===== src/design/pli_pkg.sv =====
// Shared widths, codes and state type of the piecewise linear interpolator.
`default_nettype none
package pli_pkg;

    // Field widths of one item
    localparam int unsigned ANGLE_W   = 15;
    localparam int unsigned VALUE_W   = 16;
    localparam int unsigned QUERY_W   = 16;
    localparam int unsigned INDEX_W   = 4;
    localparam int unsigned COUNT_W   = 5;

    // Divider widths: product of angle span and value step, 16-bit quotient
    localparam int unsigned PROD_W    = ANGLE_W + VALUE_W;
    localparam int unsigned QUO_W     = VALUE_W;
    localparam int unsigned STEP_W    = $clog2(QUO_W + 1);

    // pi/2 in Q1.14
    localparam logic [ANGLE_W-1:0] HALF_PI_Q14 = 15'd25736;

    // Command codes
    localparam logic CMD_WRITE = 1'b0;
    localparam logic CMD_QUERY = 1'b1;

    typedef enum logic [1:0] {
        S_IDLE,
        S_SEARCH,
        S_LAUNCH,
        S_DIV
    } t_state;

endpackage
`default_nettype wire


===== src/design/pli_divider.sv =====
// Restoring divider, one quotient bit per cycle, quotient known to fit in QUO_W bits.
`default_nettype none
module pli_divider
    import pli_pkg::*;
(
    input  wire logic               i_clk,
    input  wire logic               i_rst_n,
    input  wire logic               i_start,
    input  wire logic [PROD_W-1:0]  i_dividend,
    input  wire logic [ANGLE_W-1:0] i_divisor,
    output logic                    o_done,
    output logic [QUO_W-1:0]        o_quotient
);

    logic [VALUE_W-1:0] r_rem;
    logic [QUO_W-1:0]   r_quo;
    logic [ANGLE_W-1:0] r_div;
    logic [STEP_W-1:0]  r_cnt;
    logic               r_busy;
    logic               r_done;

    logic [VALUE_W-1:0] shifted;
    logic               fits;

    // Shift in the next dividend bit and trial-subtract the divisor
    assign shifted = {r_rem[VALUE_W-2:0], r_quo[QUO_W-1]};
    assign fits    = shifted >= {1'b0, r_div};

    // Control: count steps, pulse done after the last one
    always_ff @(posedge i_clk) begin
        if (!i_rst_n) begin
            r_busy <= 1'b0;
            r_done <= 1'b0;
            r_cnt  <= '0;
        end else begin
            r_done <= 1'b0;
            if (i_start) begin
                r_busy <= 1'b1;
                r_cnt  <= STEP_W'(QUO_W);
            end else if (r_busy) begin
                r_cnt <= r_cnt - STEP_W'(1);
                if (r_cnt == STEP_W'(1)) begin
                    r_busy <= 1'b0;
                    r_done <= 1'b1;
                end
            end
        end
    end

    // Datapath: upper dividend bits are already below the divisor
    always_ff @(posedge i_clk) begin
        if (i_start) begin
            r_rem <= {1'b0, i_dividend[PROD_W-1:QUO_W]};
            r_quo <= i_dividend[QUO_W-1:0];
            r_div <= i_divisor;
        end else if (r_busy) begin
            r_rem <= fits ? (shifted - {1'b0, r_div}) : shifted;
            r_quo <= {r_quo[QUO_W-2:0], fits};
        end
    end

    assign o_done     = r_done;
    assign o_quotient = r_quo;

endmodule
`default_nettype wire


===== src/design/piecewise_linear_interpolator.sv =====
// Piecewise linear interpolation table: breakpoint memory, serial search, iterative divide.
// Write item: busy stays low; it produces no result.
// Query: busy while slots are scanned, one memory read each. A hit on slot 0 returns its value,
// a miss past the last slot returns zero; any other hit goes through the launch state and the
// QUO_W (16) divider steps, then the result strobe follows. Empty table: strobe with busy low.
// Reset clears the count register and control; the breakpoint memory is not cleared.
`default_nettype none
module piecewise_linear_interpolator
    import pli_pkg::*;
#(
    parameter int unsigned TABLE_DEPTH = 16
) (
    input  wire logic               i_clk,
    input  wire logic               i_rst_n,
    input  wire logic               i_cfg_we,
    input  wire logic [COUNT_W-1:0] i_cfg_data,
    input  wire logic               start,
    output logic                    busy,
    input  wire logic               i_command,
    input  wire logic [INDEX_W-1:0] i_entry_index,
    input  wire logic [ANGLE_W-1:0] i_entry_angle,
    input  wire logic [VALUE_W-1:0] i_entry_value,
    input  wire logic [QUERY_W-1:0] i_query_angle,
    output logic                    o_valid,
    output logic [VALUE_W-1:0]      o_value,
    output logic                    o_in_range
);

    localparam int unsigned IDX_W = $clog2(TABLE_DEPTH);
    localparam int unsigned CNT_W = $clog2(TABLE_DEPTH + 1);
    localparam int unsigned ENT_W = ANGLE_W + VALUE_W;

    t_state r_state, n_state;

    logic [COUNT_W-1:0] r_entry_count;
    logic [IDX_W-1:0]   r_idx, n_idx;
    logic [CNT_W-1:0]   r_count, n_count;
    logic [ANGLE_W-1:0] r_q, n_q;
    logic [ANGLE_W-1:0] r_prev_angle, n_prev_angle;
    logic [VALUE_W-1:0] r_prev_value, n_prev_value;
    logic [ANGLE_W-1:0] r_num, n_num;
    logic [ANGLE_W-1:0] r_den, n_den;
    logic [VALUE_W-1:0] r_diff, n_diff;
    logic               r_neg, n_neg;
    logic               r_valid, n_valid;
    logic [VALUE_W-1:0] r_value, n_value;
    logic               r_in_range, n_in_range;

    logic [ENT_W-1:0]   mem [TABLE_DEPTH];
    logic [ENT_W-1:0]   r_rd_data;
    logic [ANGLE_W-1:0] rd_angle;
    logic [VALUE_W-1:0] rd_value;

    logic               accept;
    logic               mem_we;
    logic [ANGLE_W-1:0] q_clamp;
    logic [CNT_W-1:0]   count_sat;
    logic               hit;
    logic               last;
    logic [PROD_W-1:0]  div_dividend;
    logic               div_done;
    logic [QUO_W-1:0]   div_quo;

    assign accept  = start && !busy;
    assign busy    = (r_state != S_IDLE);
    assign mem_we  = accept && (i_command == CMD_WRITE) && (32'(i_entry_index) < TABLE_DEPTH);

    // Clamp the query angle and saturate the count
    assign q_clamp   = (i_query_angle > {1'b0, HALF_PI_Q14}) ? HALF_PI_Q14
                                                            : i_query_angle[ANGLE_W-1:0];
    assign count_sat = (32'(r_entry_count) > TABLE_DEPTH) ? CNT_W'(TABLE_DEPTH)
                                                          : CNT_W'(r_entry_count);

    assign rd_angle = r_rd_data[ENT_W-1:VALUE_W];
    assign rd_value = r_rd_data[VALUE_W-1:0];
    assign hit      = rd_angle >= r_q;
    assign last     = (CNT_W'(r_idx) + CNT_W'(1)) == r_count;

    // Count register
    always_ff @(posedge i_clk) begin
        if (!i_rst_n) begin
            r_entry_count <= '0;
        end else if (i_cfg_we) begin
            r_entry_count <= i_cfg_data;
        end
    end

    // Breakpoint memory: one write port, one registered read port
    always_ff @(posedge i_clk) begin
        if (mem_we) begin
            mem[IDX_W'(i_entry_index)] <= {i_entry_angle, i_entry_value};
        end
        r_rd_data <= mem[n_idx];
    end

    // Next state
    always_comb begin
        n_state = r_state;
        case (r_state)
            S_IDLE: begin
                if (accept && (i_command == CMD_QUERY) && (count_sat != '0)) begin
                    n_state = S_SEARCH;
                end
            end
            S_SEARCH: begin
                if (hit) begin
                    n_state = (r_idx == '0) ? S_IDLE : S_LAUNCH;
                end else if (last) begin
                    n_state = S_IDLE;
                end
            end
            S_LAUNCH: n_state = S_DIV;
            S_DIV: begin
                if (div_done) begin
                    n_state = S_IDLE;
                end
            end
            default: n_state = S_IDLE;
        endcase
    end

    // Datapath and result
    always_comb begin
        n_idx        = r_idx;
        n_count      = r_count;
        n_q          = r_q;
        n_prev_angle = r_prev_angle;
        n_prev_value = r_prev_value;
        n_num        = r_num;
        n_den        = r_den;
        n_diff       = r_diff;
        n_neg        = r_neg;
        n_valid      = 1'b0;
        n_value      = r_value;
        n_in_range   = r_in_range;
        case (r_state)
            S_IDLE: begin
                if (accept && (i_command == CMD_QUERY)) begin
                    n_q     = q_clamp;
                    n_count = count_sat;
                    n_idx   = '0;
                    if (count_sat == '0) begin
                        n_valid    = 1'b1;
                        n_value    = '0;
                        n_in_range = 1'b0;
                    end
                end
            end
            S_SEARCH: begin
                if (hit) begin
                    if (r_idx == '0) begin
                        n_valid    = 1'b1;
                        n_value    = rd_value;
                        n_in_range = 1'b1;
                    end else begin
                        // previous slot lies strictly below the query
                        n_num = r_q - r_prev_angle;
                        n_den = rd_angle - r_prev_angle;
                        if (rd_value >= r_prev_value) begin
                            n_diff = rd_value - r_prev_value;
                            n_neg  = 1'b0;
                        end else begin
                            n_diff = r_prev_value - rd_value;
                            n_neg  = 1'b1;
                        end
                    end
                end else if (last) begin
                    n_valid    = 1'b1;
                    n_value    = '0;
                    n_in_range = 1'b0;
                end else begin
                    n_prev_angle = rd_angle;
                    n_prev_value = rd_value;
                    n_idx        = r_idx + IDX_W'(1);
                end
            end
            S_DIV: begin
                if (div_done) begin
                    n_valid    = 1'b1;
                    n_value    = r_neg ? (r_prev_value - div_quo) : (r_prev_value + div_quo);
                    n_in_range = 1'b1;
                end
            end
            default: ;
        endcase
    end

    // Control registers
    always_ff @(posedge i_clk) begin
        if (!i_rst_n) begin
            r_state <= S_IDLE;
            r_idx   <= '0;
            r_valid <= 1'b0;
        end else begin
            r_state <= n_state;
            r_idx   <= n_idx;
            r_valid <= n_valid;
        end
    end

    // Payload registers
    always_ff @(posedge i_clk) begin
        r_count      <= n_count;
        r_q          <= n_q;
        r_prev_angle <= n_prev_angle;
        r_prev_value <= n_prev_value;
        r_num        <= n_num;
        r_den        <= n_den;
        r_diff       <= n_diff;
        r_neg        <= n_neg;
        r_value      <= n_value;
        r_in_range   <= n_in_range;
    end

    // Scale the value step by the angle offset; the divider registers the product
    assign div_dividend = {{VALUE_W{1'b0}}, r_num} * {{ANGLE_W{1'b0}}, r_diff};

    pli_divider u_div (
        .i_clk      (i_clk),
        .i_rst_n    (i_rst_n),
        .i_start    (r_state == S_LAUNCH),
        .i_dividend (div_dividend),
        .i_divisor  (r_den),
        .o_done     (div_done),
        .o_quotient (div_quo)
    );

    assign o_valid    = r_valid;
    assign o_value    = r_value;
    assign o_in_range = r_in_range;

    // A result only appears once the block is back to idle
    assert property (@(posedge i_clk) disable iff (!i_rst_n) o_valid |-> !busy)
        else $error("result strobe while busy");

    // Divider finishes only while the sequencer waits for it
    assert property (@(posedge i_clk) disable iff (!i_rst_n) div_done |-> (r_state == S_DIV))
        else $error("divider done outside divide state");

    // A miss always reports a zero value
    assert property (@(posedge i_clk) disable iff (!i_rst_n)
        (o_valid && !o_in_range) |-> (o_value == '0))
        else $error("out-of-range result with nonzero value");

    // A write beat never yields a result
    assert property (@(posedge i_clk) disable iff (!i_rst_n)
        (accept && (i_command == CMD_WRITE)) |=> !o_valid)
        else $error("result after write beat");

endmodule
`default_nettype wire

===== config.mk =====
export PLATFORM = sky130hd
export DESIGN_NAME = piecewise_linear_interpolator
export DESIGN_NICKNAME = d
export VERILOG_FILES = /design/src/design/pli_pkg.sv /design/src/design/pli_divider.sv /design/src/design/piecewise_linear_interpolator.sv
export SDC_FILE = /design/constraint.sdc
export NUM_CORES = 2
export LEC_CHECK = 0
export BUFFER_PORTS_ARGS = -buffer_cell sky130_fd_sc_hd__buf_2
export CAP_MARGIN = 30
export CORE_MARGIN = 3
export CORE_UTILIZATION = 38
export DETAILED_ROUTE_END_ITERATION = 8
export MAX_ROUTING_LAYER = met4
export SLEW_MARGIN = 5
export SYNTH_ARGS = -nofsm -noshare
export SYNTH_HDL_FRONTEND = slang
export SYNTH_HIERARCHICAL = 1
export SYNTH_SLANG_ARGS = --single-unit

===== constraint.sdc =====
create_clock -name i_clk -period 11.9 [get_ports i_clk]
set_clock_uncertainty 0.1 [all_clocks]
set_input_delay 1.19 -clock i_clk [delete_from_list [all_inputs] [get_ports i_clk]]
set_output_delay 1.19 -clock i_clk [all_outputs]
set_load 0.02 [all_outputs]

* After elaboration in Yosys (flattened, before gate mapping)
Memory sizes are Yosys's and may differ from the RTL's. A register that Yosys moved wholly into a read port is not among the register bits. Cells that the tools add are included.
Storage, ports and cells: output and inout port bits 19, bits in registers 180, input bits 61, logic and storage cells 122, memory bits (writable) 496, memories kept 1
Cells by class: eq/ne operators 11, magnitude comparators 5, reductions and logical operators 19, multipliers 1, muxes and demuxes 48, $add $sub $neg 10, bitwise gates (word level) 6
Memory list:
- mem | words 16, bits a word 31, read ports 1, clocked after memory_dff 1, wr ports 1, line piecewise_linear_interpolator.sv:49 | logic [ENT_W-1:0] mem [TABLE_DEPTH];
Operator list (count):
- 16-bit two-way mux | 10
- 16-bit case mux with 3 select lines | 1
- 16-bit subtractor | 3
- 15-bit two-way mux | 3
- 15-bit subtractor | 3
- 15-bit by 16-bit multiplier with 31-bit output | 1
- 1-bit two-way mux | 19
- 16-bit adder | 1
- 16-bit by 15-bit greater-or-equal comparator with 1-bit output | 1
- 16-bit greater-or-equal comparator | 1
- 16-bit by 15-bit greater-than comparator with 1-bit output, second input constant | 1
- 15-bit greater-or-equal comparator | 1
- 5-bit two-way mux | 3
- 4-bit two-way mux | 3
- 2-bit two-way mux | 5
- 3-bit AND reduction | 3
- 2-bit case mux with 4 select lines | 1
- 4-bit case mux with 2 select lines | 1
- 2-bit != test, second input constant | 3
- 3-bit != test, second input constant | 2
- 1-bit NOT | 6
- 1-bit case mux with 3 select lines | 2
- 6-bit AND reduction | 1
- 4-bit by 1-bit adder with 5-bit output, second input constant | 1
- other kinds (19) | 24

* Depth between registers and ports, before layout
depth in word-level cells 7, gate-level depth with buffers 29, mapped depth without buffers 28

* Cells and area by module
Netlist, hierarchy kept.
Modules (own cells, without submodules):
- piecewise_linear_interpolator | sequential area each 19208.4 um^2, instances 1, area each 36874.1 um^2, cells an instance 2971
- pli_divider | sequential area each 1521.5 um^2, instances 1, area each 3201.8 um^2, cells an instance 284

* Least setup slack after synthesis
OpenSTA, ideal clock, no wires.
path type reg2reg, start point reg r_q[14], end point reg r_valid (netlist: o_valid), required time 11.674 ns, arrival time 7.236 ns, slack 4.438 ns, setup time 0.126 ns, buffers on the path 1, cell stages (with the launch flop) 12, period minus slack after synthesis 7.462 ns, cells stage by stage edfxtp_1 -> inv_1 -> ha_1 -> nand2_1 -> o21ai_1 -> nor2_1 -> a21oi_2 -> and3_1 -> clkbuf_1 -> a21boi_0 -> nor3_1 -> and3b_1
Between the ends: longest elaborated chain between the ends 3
RTL lines:
- start: declaration | line piecewise_linear_interpolator.sv:38 | logic [ANGLE_W-1:0] r_q, n_q;
- start signal: assignment | line piecewise_linear_interpolator.sv:204 | r_q <= n_q;
- 15-bit greater-or-equal comparator | line piecewise_linear_interpolator.sv:76 | assign hit = rd_angle >= r_q;
- 1-bit two-way mux | line piecewise_linear_interpolator.sv:150 | if (hit) begin
- 1-bit case mux with 3 select lines | line piecewise_linear_interpolator.sv:136 | case (r_state)
- end signal: assignment | line piecewise_linear_interpolator.sv:197 | r_valid <= n_valid;
- end: declaration | line piecewise_linear_interpolator.sv:45 | logic r_valid, n_valid;
Every way passes these cells. A chain may end at the register's enable or synchronous reset.

* Final worst setup path
start point reg r_diff[10], end point reg u_div.r_rem[14] (data pin)
Between the ends: longest elaborated chain between the ends 2
RTL lines:
- start: declaration | line piecewise_linear_interpolator.sv:43 | logic [VALUE_W-1:0] r_diff, n_diff;
- start signal: assignment | line piecewise_linear_interpolator.sv:209 | r_diff <= n_diff;
- 15-bit by 16-bit multiplier with 31-bit output | line piecewise_linear_interpolator.sv:216 | assign div_dividend = {{VALUE_W{1'b0}}, r_num} * {{ANGLE_W{1'b0}}, r_diff};
- via div_dividend[30] | line piecewise_linear_interpolator.sv:60 | logic [PROD_W-1:0] div_dividend;
- 15-bit two-way mux | line pli_divider.sv:52 | if (i_start) begin
- end signal: assignment | line pli_divider.sv:53 | r_rem <= {1'b0, i_dividend[PROD_W-1:QUO_W]};
- end signal: assignment | line pli_divider.sv:57 | r_rem <= fits ? (shifted - {1'b0, r_div}) : shifted;
- end: declaration | line pli_divider.sv:15 | logic [VALUE_W-1:0] r_rem;
The timed path passes the listed nets, and every way through them passes these cells.

==> metrics.yaml <==
status: "finished, final reports clean"
finalCritPeriodShare: 0.637
grt_pass1_wl_mm: 143
worstMarginPinSlew_ns: 1.13
cts_tree: "yes"
slew_headroom: 0.245
grt_remaining_overflow: 0
ff2ff_path_depth: 27
drive_gt1_frac: 0.0931
end_kind: "flip-flop"
cts-resized-gates: 0
fillers: 9589
syn_inst: 3255
layout_common_cells: "657 x edfxtp_1, 375 x nand2_1, 327 x inv_1"
drcViolationCount: 0
power.total_w: 0.00576
htree_levels: 3
grt_pass1_vias: 24589
synth-seq-cells: 707
reg2reg_from: "r_diff[10]"
p_leak_nw: 16.4
cap_violations: 0
hold_buffers: 0
crit_fanout: 15
hold_violations: 0
synthArstFlopShare: 0
instances_no_fill: 4761
r2r_end: "u_div/r_rem[14]"
final_common_cell: "edfxtp_1"
drt_iter0_markers: 1716
dp.cells: 4618
synth_ff_type: "edfxtp_1"
seq_area_frac_synth: 0.517
setup_viol: 0
synth_area_leaders: "edfxtp_1 49%, fa_1 9.3%, mux2i_1 7.3%"
ir_worst_vdd_mv: 0.0878
clk_latency_ns: 0.62
critPathKind: "flip-flop to flip-flop"
rrSetupSlack_ns: 4.32
yosysWarnings: 6
startpoint_type: "flip-flop"
cts.sinks: 707
io_pins: 80
core_um2: 104000
vias_per_cell: 5.13
numCtsBuffers: 75
die_h_um: 331
crit_arrival_ns: 7.96
antenna_left: 0
firstDrtPassIters: 5
grt_usage: 0.176
syn-num-nets: 3706
finalSetupTns_ns: 0
num-nets-final: 3767
die_area_um2: 109000
min_from: "r_den[7]"
multi_input_area_um2: 17600
placed_area_um2: 41900
hpwl_mm: 61.3
yosysTopAreaCellShare: 0.492
clk_pin_slew_ns: 0.06
required_ns: 12.28
fin_crit_ns: 7.58
routedWlPerCell_um: 19.6
dr_total_vias: 24444
powerDensity_nw_per_um2: 130
drv_slew: 0
synth-edff-count: 657
postLayoutCellArea_um2: 44300
antenna_found_initial: 11
fmax_ghz: 0.132
syn_area_um2: 40100
cts_root_buffer: "clkbuf_16"
hold_path_class: "flip-flop to flip-flop"
grt_max_degree: 135
ff_latch_area_um2: 20700
postCtsSetupBuffers: 0
portBuffers: 79
min_to: "u_div/r_div[7]"
areaGrowthSynthToFinish_pct: 10.5
synth.distinct_cells: 92
rsz0062_at_grt: "false"
cts_buffer_depth: 3
place_congestion: 0.872
routed_wl_mm: 93.2
syn_area_per_cell_um2: 12.3
row_count: 118
synth_top_area_cell: "edfxtp_1"
initial_utilization: 0.385
die_x_um: 331
min_path_cells: 0
[cell families (layout without fill, tap and decap cells)]
kind of cell / Yosys count / after routing / share of synthesized area
DFF: 707 / 707 / 0.517
AOI/OAI and AO/OA: 374 / 374 / 0.0676
xor gates and xnor gates: 99 / 99 / 0.0216
and+or+nand+nor: 913 / 913 / 0.109
other: 0 / 7 / 0
muxes: 313 / 313 / 0.0791
adders and majority gates: 390 / 390 / 0.157
buffers and inverters: 459 / 578 / 0.0490
[Yosys cell counts, types with 9 or more instances]
library cell,n
a21boi_0,15
a21o_1,24
a21oi_1,71
a31oi_1,19
a32oi_1,31
and2_1,154
buf_2,28
buf_4,19
buf_6,18
clkbuf_1,65
dfxtp_1,50
edfxtp_1,657
fa_1,186
ha_1,204
inv_1,327
mux2_2,20
mux2i_1,291
nand2_1,375
nand2b_1,20
nand3_1,113
nand4_1,11
nor2_1,114
nor2b_1,34
nor3_1,36
o211ai_1,12
o21a_1,10
o21ai_0,73
or3_1,9
xnor2_1,74
xor2_1,25
[per-stage QoR]
step / setup slack [ns] / hold slack [ns] / util
2_1_floorplan: 4.44 / 0.300 / -
3_3_place_gp: 4.41 / 0.303 / 0.403
3_5_place_dp: 4.31 / 0.306 / 0.403
4_1_cts: 4.30 / 0.309 / 0.425
5_1_grt: 3.89 / 0.318 / 0.425
6_report: 4.32 / 0.316 / 0.425
[state kept, by name (all words and copies together) (netlist names), 5 cells and up, named ones only]
register / flops
mem: 496
r_rd_data: 31
o_value: 16
r_diff: 16
r_prev_value: 16
u_div/o_quotient: 16
r_den: 15
r_num: 15
r_prev_angle: 15
r_q: 15
u_div/r_div: 15
u_div/r_rem: 15
r_count: 5
r_entry_count: 5
u_div/r_cnt: 5
[worst max path at each step]
stage               slack, ns         endpoint  depth (start not counted)        from
finish                   4.32  u_div/r_rem[14]                         27  r_diff[10]
detailed placement       4.31  u_div/r_rem[14]                         27  r_diff[11]
CTS                      4.30  u_div/r_rem[14]                         27  r_diff[10]
global route             3.89  u_div/r_rem[14]                         27  r_diff[11]
floorplan                4.44          o_valid                         11     r_q[14]
global placement         4.41  u_div/r_rem[14]                         27  r_diff[11]
[critical path, stage by stage (launching register included)]
cell	delay, ns
edfxtp_1	0.60
and2_1	0.28
fa_1	0.54
inv_1	0.06
fa_1	0.53
inv_1	0.05
fa_1	0.50
inv_1	0.06
fa_1	0.54
inv_1	0.05
fa_1	0.50
fa_1	0.43
ha_1	0.36
nand4_1	0.16
nor2_1	0.16
a311oi_2	0.11
buf_4	0.20
o41ai_1	0.48
a41oi_1	0.22
a21oi_1	0.31
nand4_1	0.13
nand4b_1	0.11
a21oi_1	0.08
xnor2_1	0.15
nand2b_1	0.17
nand3_1	0.09
or4_1	0.40
nand3_1	0.07
[where the power goes]
| group | internal (W) | switching (W) |
|---|---|---|
| Clock | 0.00127 | 0.000927 |
| Sequential | 0.00278 | 0.0000378 |
| Combinational | 0.000275 | 0.000467 |
| Total | 0.00433 | 0.00143 |
[final cells by class]
cell class,instances,area share
diodes,7,0.000396
clock inverters,22,0.00322
inverters,328,0.0278
repair buffers,115,0.0162
flip-flops and latches,707,0.468
clock buffers,113,0.0484
well taps,1380,0.0390
multi-input cells,2089,0.397
[per-layer routing]
layer / global-route usage / vias to the layer above / share of wire
li1: - / 11577 / -
met1: 0.227 / 12241 / 0.44
met2: 0.291 / 501 / 0.49
met3: 0.0275 / 125 / 0.051
met4: 0.0442 / 0 / 0.018
met5: - / - / 0
No activity file was read; power rests on OpenSTA's default activity.
